<file path="src/hw/rtl/dwm_pkg.sv">
// ----------------------------------------------------------------------------
// dwm_pkg
// Shared types, register indexes and constants of the drowsiness window monitor.
// ----------------------------------------------------------------------------
package dwm_pkg;

	localparam int WINDOW_DEPTH_DEF = 64;

	// config port
	localparam int CFG_IDX_W  = 3;
	localparam int CFG_DATA_W = 16;

	localparam logic [CFG_IDX_W-1:0] CFG_EAR_THRESHOLD = 3'd0;
	localparam logic [CFG_IDX_W-1:0] CFG_WINDOW_MS     = 3'd1;
	localparam logic [CFG_IDX_W-1:0] CFG_WARMUP_MS     = 3'd2;
	localparam logic [CFG_IDX_W-1:0] CFG_DROP_STEP     = 3'd3;
	localparam logic [CFG_IDX_W-1:0] CFG_DROP_LIMIT    = 3'd4;

	localparam logic [15:0] EAR_THRESHOLD_RST = 16'd6554;
	localparam logic [15:0] WINDOW_MS_RST     = 16'd1500;
	localparam logic [15:0] WARMUP_MS_RST     = 16'd1500;
	localparam logic [9:0]  DROP_STEP_RST     = 10'd10;
	localparam logic [7:0]  DROP_LIMIT_RST    = 8'd2;

	localparam logic [7:0]  DROP_COUNT_MAX    = 8'd255;

	// queue between front and back
	localparam int Q_DEPTH = 2;
	localparam int Q_PTR_W = $clog2(Q_DEPTH);
	localparam int Q_CNT_W = $clog2(Q_DEPTH + 1);

	// window entry: time stamp and closed bit
	localparam int ENTRY_W = 33;

	typedef struct packed {
		logic [15:0] ear_threshold;
		logic [15:0] window_ms;
		logic [15:0] warmup_ms;
		logic [9:0]  drop_step;
		logic [7:0]  drop_limit;
	} dwm_cfg_t;

	typedef struct packed {
		logic [31:0]        time_ms;
		logic               face_present;
		logic [15:0]        ear_left;
		logic [15:0]        ear_right;
		logic signed [11:0] face_top;
		logic signed [11:0] face_bottom;
	} dwm_in_t;

	typedef struct packed {
		logic [16:0] closed_ratio;
		logic        eyes_closed;
		logic        head_dropped;
		logic        window_overflow;
	} dwm_out_t;

	// classified frame handed from front to back
	typedef struct packed {
		logic [31:0] time_ms;
		logic        stored;
		logic        eyes_closed;
		logic        head_dropped;
	} dwm_job_t;

endpackage

</file>
<file path="src/hw/rtl/dwm_ram.sv">
// ----------------------------------------------------------------------------
// dwm_ram
// Generic single-write, single-read RAM with registered read data.
// ----------------------------------------------------------------------------
module dwm_ram #(
	parameter int WIDTH = 8,
	parameter int DEPTH = 16
) (
	input  logic                     clk,
	input  logic                     we,
	input  logic [$clog2(DEPTH)-1:0] waddr,
	input  logic [WIDTH-1:0]         wdata,
	input  logic [$clog2(DEPTH)-1:0] raddr,
	output logic [WIDTH-1:0]         rdata
);

	logic [WIDTH-1:0] mem [DEPTH];
	logic [WIDTH-1:0] rdata_q;

	always_ff @(posedge clk) begin
		if (we) begin
			mem[waddr] <= wdata;
		end
		rdata_q <= mem[raddr];
	end

	assign rdata = rdata_q;

endmodule

</file>
<file path="src/hw/rtl/dwm_front.sv">
// ----------------------------------------------------------------------------
// dwm_front
// Accepts frames, judges eye closure and tracks the head-drop count.
// ----------------------------------------------------------------------------
module dwm_front (
	input  logic              clk,
	input  logic              arst_n,
	input  dwm_pkg::dwm_cfg_t cfg,
	input  logic              in_valid,
	output logic              in_ready,
	input  dwm_pkg::dwm_in_t  in_data,
	input  logic              q_full,
	output logic              push,
	output dwm_pkg::dwm_job_t job
);
	import dwm_pkg::*;

	logic signed [12:0] prev_sum_q;
	logic               prev_valid_q;
	logic [7:0]         drop_count_q;

	logic signed [12:0] sum;
	logic signed [13:0] diff;
	logic signed [13:0] step2;
	logic [16:0]        ear_sum;
	logic               closed;
	logic [7:0]         drop_next;

	assign in_ready = !q_full;
	assign push     = in_valid && in_ready;

	assign sum     = $signed({in_data.face_top[11], in_data.face_top})
	               + $signed({in_data.face_bottom[11], in_data.face_bottom});
	assign diff    = $signed({sum[12], sum}) - $signed({prev_sum_q[12], prev_sum_q});
	assign step2   = $signed({3'b000, cfg.drop_step, 1'b0});
	assign ear_sum = {1'b0, in_data.ear_left} + {1'b0, in_data.ear_right};
	// mean below threshold, kept exact by comparing against twice the threshold
	assign closed  = in_data.face_present && (ear_sum < {cfg.ear_threshold, 1'b0});

	always_comb begin
		drop_next = drop_count_q;
		if (in_data.face_present) begin
			if (!prev_valid_q) begin
				drop_next = '0;
			end else if ((diff > step2) && closed) begin
				if (drop_count_q != DROP_COUNT_MAX) begin
					drop_next = drop_count_q + 8'd1;
				end
			end else if (diff[13]) begin
				drop_next = '0;
			end
		end
	end

	always_comb begin
		job.time_ms      = in_data.time_ms;
		job.eyes_closed  = closed;
		job.stored       = closed && (in_data.time_ms > {16'd0, cfg.warmup_ms});
		job.head_dropped = (drop_next >= cfg.drop_limit);
	end

	always_ff @(posedge clk or negedge arst_n) begin
		if (!arst_n) begin
			prev_sum_q   <= '0;
			prev_valid_q <= 1'b0;
			drop_count_q <= '0;
		end else if (push && in_data.face_present) begin
			prev_sum_q   <= sum;
			prev_valid_q <= 1'b1;
			drop_count_q <= drop_next;
		end
	end

endmodule

</file>
<file path="src/hw/rtl/dwm_queue.sv">
// ----------------------------------------------------------------------------
// dwm_queue
// Short FIFO of classified frames between the front and the back.
// ----------------------------------------------------------------------------
module dwm_queue (
	input  logic              clk,
	input  logic              arst_n,
	input  logic              push,
	input  dwm_pkg::dwm_job_t wr_job,
	input  logic              pop,
	output logic              full,
	output logic              valid,
	output dwm_pkg::dwm_job_t rd_job
);
	import dwm_pkg::*;

	dwm_job_t             slot_q [Q_DEPTH];
	logic [Q_PTR_W-1:0]   wr_ptr_q;
	logic [Q_PTR_W-1:0]   rd_ptr_q;
	logic [Q_CNT_W-1:0]   count_q;

	assign full   = (count_q == Q_CNT_W'(Q_DEPTH));
	assign valid  = (count_q != '0);
	assign rd_job = slot_q[rd_ptr_q];

	always_ff @(posedge clk) begin
		if (push) begin
			slot_q[wr_ptr_q] <= wr_job;
		end
	end

	always_ff @(posedge clk or negedge arst_n) begin
		if (!arst_n) begin
			wr_ptr_q <= '0;
			rd_ptr_q <= '0;
			count_q  <= '0;
		end else begin
			if (push) begin
				wr_ptr_q <= (wr_ptr_q == Q_PTR_W'(Q_DEPTH - 1)) ? '0 : wr_ptr_q + 1'b1;
			end
			if (pop) begin
				rd_ptr_q <= (rd_ptr_q == Q_PTR_W'(Q_DEPTH - 1)) ? '0 : rd_ptr_q + 1'b1;
			end
			if (push && !pop) begin
				count_q <= count_q + 1'b1;
			end else if (pop && !push) begin
				count_q <= count_q - 1'b1;
			end
		end
	end

endmodule

</file>
<file path="src/hw/rtl/dwm_back.sv">
// ----------------------------------------------------------------------------
// dwm_back
// Time window FIFO: push, overflow drop, age eviction and closed-ratio divide.
// ----------------------------------------------------------------------------
module dwm_back #(
	parameter int WINDOW_DEPTH = dwm_pkg::WINDOW_DEPTH_DEF
) (
	input  logic              clk,
	input  logic              arst_n,
	input  logic [15:0]       window_ms,
	input  logic              q_valid,
	input  dwm_pkg::dwm_job_t q_job,
	output logic              q_pop,
	output logic              out_valid,
	input  logic              out_ready,
	output dwm_pkg::dwm_out_t out_data
);
	import dwm_pkg::*;

	localparam int PTR_W = $clog2(WINDOW_DEPTH);
	localparam int CNT_W = $clog2(WINDOW_DEPTH + 1);
	localparam int QW    = CNT_W + 16;
	localparam int ITR_W = $clog2(QW);

	typedef enum logic [2:0] {
		S_IDLE,
		S_OVF,
		S_PUSH,
		S_EVRD,
		S_EVCHK,
		S_DIV,
		S_DONE
	} state_t;

	state_t           state_q;
	dwm_job_t         job_q;
	logic             ovf_q;
	logic [PTR_W-1:0] head_q;
	logic [CNT_W-1:0] entries_q;
	logic [CNT_W-1:0] total_q;
	logic [QW-1:0]    quo_q;
	logic [CNT_W-1:0] rem_q;
	logic [ITR_W-1:0] itr_q;
	logic             out_valid_q;
	dwm_out_t         out_q;

	logic [CNT_W:0]       slot_sum;
	logic [PTR_W-1:0]     slot;
	logic [PTR_W-1:0]     head_inc;
	logic [ENTRY_W-1:0]   rdata;
	logic [31:0]          age;
	logic                 too_old;
	logic [CNT_W:0]       rem_sh;
	logic [CNT_W:0]       rem_sub;
	logic                 rem_ge;
	logic [CNT_W-1:0]     total_pop;

	assign slot_sum = (CNT_W+1)'(head_q) + (CNT_W+1)'(entries_q);
	assign slot     = (slot_sum >= (CNT_W+1)'(WINDOW_DEPTH))
	                ? PTR_W'(slot_sum - (CNT_W+1)'(WINDOW_DEPTH))
	                : slot_sum[PTR_W-1:0];
	assign head_inc = (head_q == PTR_W'(WINDOW_DEPTH - 1)) ? '0 : head_q + 1'b1;

	// closed count after dropping the oldest entry
	assign total_pop = (rdata[0] && (total_q != '0)) ? total_q - 1'b1 : total_q;

	// wrapping age so stamps from the future look very old
	assign age     = job_q.time_ms - rdata[ENTRY_W-1:1];
	assign too_old = (entries_q != '0) && (age > {16'd0, window_ms});

	assign rem_sh  = {rem_q, quo_q[QW-1]};
	assign rem_ge  = (rem_sh >= {1'b0, entries_q});
	assign rem_sub = rem_sh - {1'b0, entries_q};

	assign q_pop = (state_q == S_IDLE) && q_valid;

	dwm_ram #(
		.WIDTH (ENTRY_W),
		.DEPTH (WINDOW_DEPTH)
	) u_window (
		.clk   (clk),
		.we    (state_q == S_PUSH),
		.waddr (slot),
		.wdata ({job_q.time_ms, job_q.stored}),
		.raddr (head_q),
		.rdata (rdata)
	);

	always_ff @(posedge clk or negedge arst_n) begin
		if (!arst_n) begin
			state_q     <= S_IDLE;
			job_q       <= '0;
			ovf_q       <= 1'b0;
			head_q      <= '0;
			entries_q   <= '0;
			total_q     <= '0;
			quo_q       <= '0;
			rem_q       <= '0;
			itr_q       <= '0;
			out_valid_q <= 1'b0;
			out_q       <= '0;
		end else begin
			// drop the taken beat unless a new one is loaded below
			if (out_ready && (state_q != S_DONE)) begin
				out_valid_q <= 1'b0;
			end
			case (state_q)
				S_IDLE: begin
					if (q_valid) begin
						job_q   <= q_job;
						ovf_q   <= (entries_q == CNT_W'(WINDOW_DEPTH));
						state_q <= (entries_q == CNT_W'(WINDOW_DEPTH)) ? S_OVF : S_PUSH;
					end
				end
				S_OVF: begin
					// read of the head was issued while idle
					total_q   <= total_pop;
					head_q    <= head_inc;
					entries_q <= entries_q - 1'b1;
					state_q   <= S_PUSH;
				end
				S_PUSH: begin
					entries_q <= entries_q + 1'b1;
					if (job_q.stored) begin
						total_q <= total_q + 1'b1;
					end
					state_q <= S_EVRD;
				end
				S_EVRD: begin
					state_q <= S_EVCHK;
				end
				S_EVCHK: begin
					if (too_old) begin
						total_q   <= total_pop;
						head_q    <= head_inc;
						entries_q <= entries_q - 1'b1;
						state_q   <= S_EVRD;
					end else begin
						quo_q   <= {total_q, 16'd0};
						rem_q   <= '0;
						itr_q   <= '0;
						state_q <= S_DIV;
					end
				end
				S_DIV: begin
					// restoring divide, one quotient bit per cycle
					rem_q <= rem_ge ? rem_sub[CNT_W-1:0] : rem_sh[CNT_W-1:0];
					quo_q <= {quo_q[QW-2:0], rem_ge};
					itr_q <= itr_q + 1'b1;
					if (itr_q == ITR_W'(QW - 1)) begin
						state_q <= S_DONE;
					end
				end
				S_DONE: begin
					if (!out_valid_q || out_ready) begin
						out_q.closed_ratio    <= (entries_q == '0) ? '0 : quo_q[16:0];
						out_q.eyes_closed     <= job_q.eyes_closed;
						out_q.head_dropped    <= job_q.head_dropped;
						out_q.window_overflow <= ovf_q;
						out_valid_q           <= 1'b1;
						state_q               <= S_IDLE;
					end
				end
				default: begin
					state_q <= S_IDLE;
				end
			endcase
		end
	end

	assign out_valid = out_valid_q;
	assign out_data  = out_q;

	a_entries_bound: assert property (@(posedge clk) disable iff (!arst_n)
		entries_q <= CNT_W'(WINDOW_DEPTH))
		else $error("window entry count above depth");

	a_total_bound: assert property (@(posedge clk) disable iff (!arst_n)
		total_q <= entries_q)
		else $error("closed count above entry count");

	a_push_room: assert property (@(posedge clk) disable iff (!arst_n)
		(state_q == S_PUSH) |-> (entries_q != CNT_W'(WINDOW_DEPTH)))
		else $error("push into a full window");

	a_newest_kept: assert property (@(posedge clk) disable iff (!arst_n)
		(state_q == S_EVRD) |-> (entries_q != '0))
		else $error("eviction removed the frame just pushed");

	a_ratio_range: assert property (@(posedge clk) disable iff (!arst_n)
		(state_q == S_DONE) |-> (quo_q[QW-1:17] == '0))
		else $error("closed ratio above one");

endmodule

</file>
<file path="src/hw/rtl/drowsiness_window_monitor.sv">
// ----------------------------------------------------------------------------
// drowsiness_window_monitor
// Per-frame eye-closure ratio over a time window and head-drop alarm.
// ----------------------------------------------------------------------------
// One input beat per video frame gives one output beat. The front judges the
// frame in the cycle it is accepted and parks it in a two-entry queue, so the
// next frames are taken while the back is busy. The back handles one frame at
// a time, and a full window first drops its oldest entry. The time the back
// spends on a frame is set by the bit-serial divider for the closed ratio and
// by the eviction loop, which evicts entries for age one by one over the window
// RAM's single read port. Configuration writes take effect at once and belong
// to idle periods.
module drowsiness_window_monitor #(
	parameter int WINDOW_DEPTH = dwm_pkg::WINDOW_DEPTH_DEF
) (
	input  logic                           clk,
	input  logic                           arst_n,
	input  logic                           cfg_we,
	input  logic [dwm_pkg::CFG_IDX_W-1:0]  cfg_index,
	input  logic [dwm_pkg::CFG_DATA_W-1:0] cfg_wdata,
	input  logic                           in_valid,
	output logic                           in_ready,
	input  dwm_pkg::dwm_in_t               in_data,
	output logic                           out_valid,
	input  logic                           out_ready,
	output dwm_pkg::dwm_out_t              out_data
);
	import dwm_pkg::*;

	dwm_cfg_t cfg_q;
	dwm_job_t push_job;
	dwm_job_t pop_job;
	logic     push;
	logic     pop;
	logic     q_full;
	logic     q_valid;

	always_ff @(posedge clk or negedge arst_n) begin
		if (!arst_n) begin
			cfg_q.ear_threshold <= EAR_THRESHOLD_RST;
			cfg_q.window_ms     <= WINDOW_MS_RST;
			cfg_q.warmup_ms     <= WARMUP_MS_RST;
			cfg_q.drop_step     <= DROP_STEP_RST;
			cfg_q.drop_limit    <= DROP_LIMIT_RST;
		end else if (cfg_we) begin
			case (cfg_index)
				CFG_EAR_THRESHOLD: cfg_q.ear_threshold <= cfg_wdata;
				CFG_WINDOW_MS:     cfg_q.window_ms     <= cfg_wdata;
				CFG_WARMUP_MS:     cfg_q.warmup_ms     <= cfg_wdata;
				CFG_DROP_STEP:     cfg_q.drop_step     <= cfg_wdata[9:0];
				CFG_DROP_LIMIT:    cfg_q.drop_limit    <= cfg_wdata[7:0];
				default: begin
				end
			endcase
		end
	end

	dwm_front u_front (
		.clk      (clk),
		.arst_n   (arst_n),
		.cfg      (cfg_q),
		.in_valid (in_valid),
		.in_ready (in_ready),
		.in_data  (in_data),
		.q_full   (q_full),
		.push     (push),
		.job      (push_job)
	);

	dwm_queue u_queue (
		.clk    (clk),
		.arst_n (arst_n),
		.push   (push),
		.wr_job (push_job),
		.pop    (pop),
		.full   (q_full),
		.valid  (q_valid),
		.rd_job (pop_job)
	);

	dwm_back #(
		.WINDOW_DEPTH (WINDOW_DEPTH)
	) u_back (
		.clk       (clk),
		.arst_n    (arst_n),
		.window_ms (cfg_q.window_ms),
		.q_valid   (q_valid),
		.q_job     (pop_job),
		.q_pop     (pop),
		.out_valid (out_valid),
		.out_ready (out_ready),
		.out_data  (out_data)
	);

endmodule
</file>
<file path="config.mk">
export PLATFORM = sky130hd
export DESIGN_NAME = drowsiness_window_monitor
export DESIGN_NICKNAME = d
export VERILOG_FILES = /design/src/hw/rtl/dwm_pkg.sv /design/src/hw/rtl/dwm_ram.sv /design/src/hw/rtl/dwm_front.sv /design/src/hw/rtl/dwm_queue.sv /design/src/hw/rtl/dwm_back.sv /design/src/hw/rtl/drowsiness_window_monitor.sv
export SDC_FILE = /design/constraint.sdc
export NUM_CORES = 2
export LEC_CHECK = 0
export BUFFER_PORTS_ARGS = -buffer_cell sky130_fd_sc_hd__buf_4
export CORE_UTILIZATION = 60
export CTS_BUF_LIST = sky130_fd_sc_hd__clkbuf_2 sky130_fd_sc_hd__clkbuf_4 sky130_fd_sc_hd__clkbuf_8
export DETAILED_ROUTE_END_ITERATION = 12
export GPL_ROUTABILITY_DRIVEN = 0
export GPL_TIMING_DRIVEN = 1
export PLACE_DENSITY = 0.73
export SLEW_MARGIN = 20
export SYNTH_ARGS = -nofsm -noshare
export SYNTH_HDL_FRONTEND = slang
export SYNTH_SLANG_ARGS = --single-unit
</file>
<file path="constraint.sdc">
create_clock -name clk -period 7.1 [get_ports clk]
set_input_delay 1.065 -clock clk [delete_from_list [all_inputs] [get_ports clk]]
set_output_delay 1.065 -clock clk [all_outputs]
set_load 0.005 [all_outputs]
</file>
==> metrics.md <==
| Metric | Value |
|---|---|
| Hold crit path type | in -> reg |
| PD cells | 433 mW/mm^2 |
| CTS tree | built |
| Synth Warn # | 0 |
| R2R Setup Slk | 1230 ps |
| Fin util | 0.684 |
| Worst slew margin | 0.236 |
| Least-Margin Pin Slew | 1140 ps |
| Core area | 0.161 mm^2 |
| Drt pass-1 iters | 5 |
| Hold_sp | in_data[59] |
| Root Buffer | clkbuf_8 |
| Multi-input logic area | 0.0254 mm^2 |
| Maximum buffer depth of the clock tree | 4 |
| Placed Area | 0.103 mm^2 |
| Unrepaired setup endpoints after global routing | false |
| CP Class | in -> reg |
| Die height | 406 um |
| Clk_lat worst skew | 1090 ps |
| # IOs | 135 |
| Area Overhead vs Synth | 12.8% |
| Top_reg_cell synth | edfxtp_1 |
| WHS | 195 ps |
| Final min period | 6630 ps |
| Status | complete, no violations |
| Syn Inst Count | 4899 |
| VDD IR max | 400 uV |
| TritonCTS Buffers | 389 |
| WHS Path Cells | 1 |
| Synth async-reset ratio | 0.0855 |
| NumNets Final | 5678 |
| Final setup viols | 0 |
| Final HPWL DP | 136000 um |
| Worst setup EP type | register |
| CP dominant cell by count | o21ai_0 |
| DR iter-0 viols | 6376 |
| Worst Hold End | u_queue.slot_q[0][5]$_DFFE_PP_ |
| Syn Area/Cell | 19.9 um^2 |
| Final max-slew violation count | 0 |
| Area leader, netlist | edfxtp_1 |
| Max Cap Viol | 0 |
| Required @ worst endpoint | 7880 ps |
| Vias in the first global route | 50701 |
| # clock sinks | 2422 |
| # rows | 147 |
| Share of cells above drive strength 1 | 0.313 |
| Top post-synthesis cells by count | edfxtp_1, mux4_2, nand2_1, o21ai_0, dfrtp_1 |
| Initial antenna violation count | 22 |
| Routed length per instance | 29.9 um |
| H-tree depth | 5 |
| Starting Density | 0.607 |
| Register area share after synthesis | 0.731 |
| Vias/cell | 6.44 |
| IO Port Bufs | 134 |
| Mapped cell area | 0.0977 mm^2 |
| First-pass GRT wire length | 340000 um |
| Clock skew | 66.0 ps |
| Register-to-Register Path Depth | 31 |
| Worst path max stage delay | 400 ps |
| Via count | 50617 |
| Die area | 0.164 mm^2 |
| Register area | 0.0715 mm^2 |
| R2R Path End | u_queue.slot_q[1][0]$_DFFE_PP_ |
| Post-synth EDFFs | 2182 |
| Area contributors post-synth | edfxtp_1, mux4_2, dfrtp_1 |
| Max Clk Rate | 151 MHz |
| Grt total ovfl | 0 |
| Post-Syn Nets | 5183 |
| Die W | 406 um |
| Top cell type's share of synthesized area | 0.670 |
| Detailed Route WL | 235000 um |
| Antenna Nets Post-Route | 0 |
| Design area | 0.110 mm^2 |
| Fillers | 10156 |
| Slowest-stage cell, CP | fa_1 |
| Setup tns final | 0 ps |
| Clk pin slew, worst setup/hold paths | 60 ps |
| Synth Register Bits | 2422 |
| Final Hold Viols | 0 |
| Largest net degree at the start of global routing | 107 |
| LEAKAGE | 37.1 nW |
| WP data arrival | 7410 ps |
| Post-Place Cells | 7161 |
| Total track usage | 0.292 |
| Netlist cell types | 83 |
| Worst setup SP type | input port |
| Worst-path fanout max | 5 |
| # DRC | 0 |
| RR Startpoint | u_front.prev_sum_q[0]$_DFFE_PN0P_ |
| Cell Count, Final, Fillers Out | 7862 |
| Setup Buffers After CTS | 0 |
| Top-count cell post-synth | edfxtp_1 |
| Period utilisation layout | 0.933 |
-- cells in the final DEF, fill, tap and decap left out, drive strengths merged, types with 15 or more instances in the layout --
cell | Yosys | final
mux2 | 18 | 18
a21oi | 99 | 99
a21o | 45 | 45
edfxtp | 2182 | 2182
ha | 163 | 163
dfstp | 24 | 24
mux4 | 693 | 693
nor2 | 177 | 177
inv | 153 | 154
nor2b | 28 | 28
nor4 | 15 | 15
nand3 | 30 | 30
o21ai | 204 | 204
nand2 | 255 | 255
nand2b | 19 | 19
xnor2 | 60 | 60
buf | 67 | 319
nor3 | 46 | 46
nand4 | 21 | 21
clkinv | 0 | 143
clkbuf | 149 | 533
a211oi | 16 | 16
mux2i | 38 | 38
xor2 | 28 | 28
dfrtp | 183 | 183
o21a | 16 | 16
dfxtp | 33 | 33
-- routing by layer --
layer / vias to the layer above / wire, um / share of wire / GRT usage
li1: 21018 / - / - / -
met1: 26491 / 90500 / 0.38 / 0.410
met2: 2675 / 116000 / 0.49 / 0.468
met3: 421 / 22100 / 0.094 / 0.0596
met4: 12 / 6180 / 0.026 / 0.0918
met5: - / 101 / 0.00043 / 0
-- worst max-delay path by stage --
stage	slack, ps	end	cells past startpoint	startpoint
floorplan	50	u_queue.slot_q[0][0]$_DFFE_PP_	36	in_data[0]
global placement	-580	u_queue.slot_q[0][0]$_DFFE_PP_	39	in_data[0]
detailed placement	-530	u_queue.slot_q[0][0]$_DFFE_PP_	37	in_data[0]
CTS	540	u_queue.slot_q[1][0]$_DFFE_PP_	39	in_data[0]
global route	5	u_queue.slot_q[1][0]$_DFFE_PP_	37	in_data[0]
finish	470	u_queue.slot_q[1][0]$_DFFE_PP_	39	in_data[0]
-- flip-flops by register name, summed over array words and instances (netlist names), 8 cells and up --
| signal | flops |
|---|---|
| u_back.out_data | 20 |
| u_front.drop_count_q | 8 |
| cfg_q | 66 |
| u_queue.slot_q | 70 |
| u_back.job_q | 35 |
| u_back.u_window.mem | 2112 |
| u_back.u_window.rdata | 33 |
| u_back.quo_q | 23 |
| u_front.prev_sum_q | 13 |
-- cell families (layout without fill, tap and decap cells) --
group / Yosys count / after routing / share of synthesized area
buffers and inverters: 369 / 1166 / 0.0145
XOR/XNOR: 88 / 88 / 0.00789
other: 0 / 6 / 0
AND/OR/NAND/NOR: 634 / 634 / 0.0292
AO/OA/AOI/OAI: 466 / 466 / 0.0297
flip-flops: 2422 / 2422 / 0.731
multiplexers: 749 / 749 / 0.166
adder cells (fa/ha/maj): 171 / 171 / 0.0225
-- worst max-delay path, delay by kind of cell --
| kind | cells | cell delay [ps] |
|---|---|---|
| compound gates | 13 | 2420 |
| xor+xnor | 2 | 370 |
| fa+ha+maj | 5 | 1400 |
| buf+inv | 4 | 430 |
| mux | 1 | 170 |
| simple gates | 14 | 1550 |
-- cell type report --
| type | instances | share of cell area |
|---|---|---|
| clock buffer | 533 | 0.0597 |
| antenna | 6 | 0.000136 |
| tap | 2160 | 0.0245 |
| inverter | 153 | 0.00521 |
| timing repair buffer | 320 | 0.0229 |
| clock inverter | 160 | 0.00890 |
| multi-input combinational | 2108 | 0.231 |
| sequential | 2422 | 0.648 |
-- stage by stage --
| stage | total power (W) | setup WS, ps |
|---|---|---|
| 3_3_place_gp | 0.0359 | -580 |
| 2_1_floorplan | 0.0303 | 50.6 |
| 5_1_grt | 0.0497 | 4.92 |
| 4_1_cts | 0.0479 | 545 |
| 6_report | 0.0477 | 474 |
| 3_5_place_dp | 0.0363 | -526 |
-- repair_timing --
action / in CTS / in global routing
gates resized for setup: 0 / 1
hold endpoints to repair: 62 / 0
setup endpoints to repair: 0 / 2
hold buffers: 1 / 0
-- where the power goes --
group / leakage (nW) / internal [W] / switching [W] / total, W
sequential: 22.6 / 0.0187 / 0.000744 / 0.0195
combinational: 10.5 / 0.00658 / 0.00997 / 0.0166
clock: 4.01 / 0.00638 / 0.00534 / 0.0117
(Power assumes the default switching activity.)
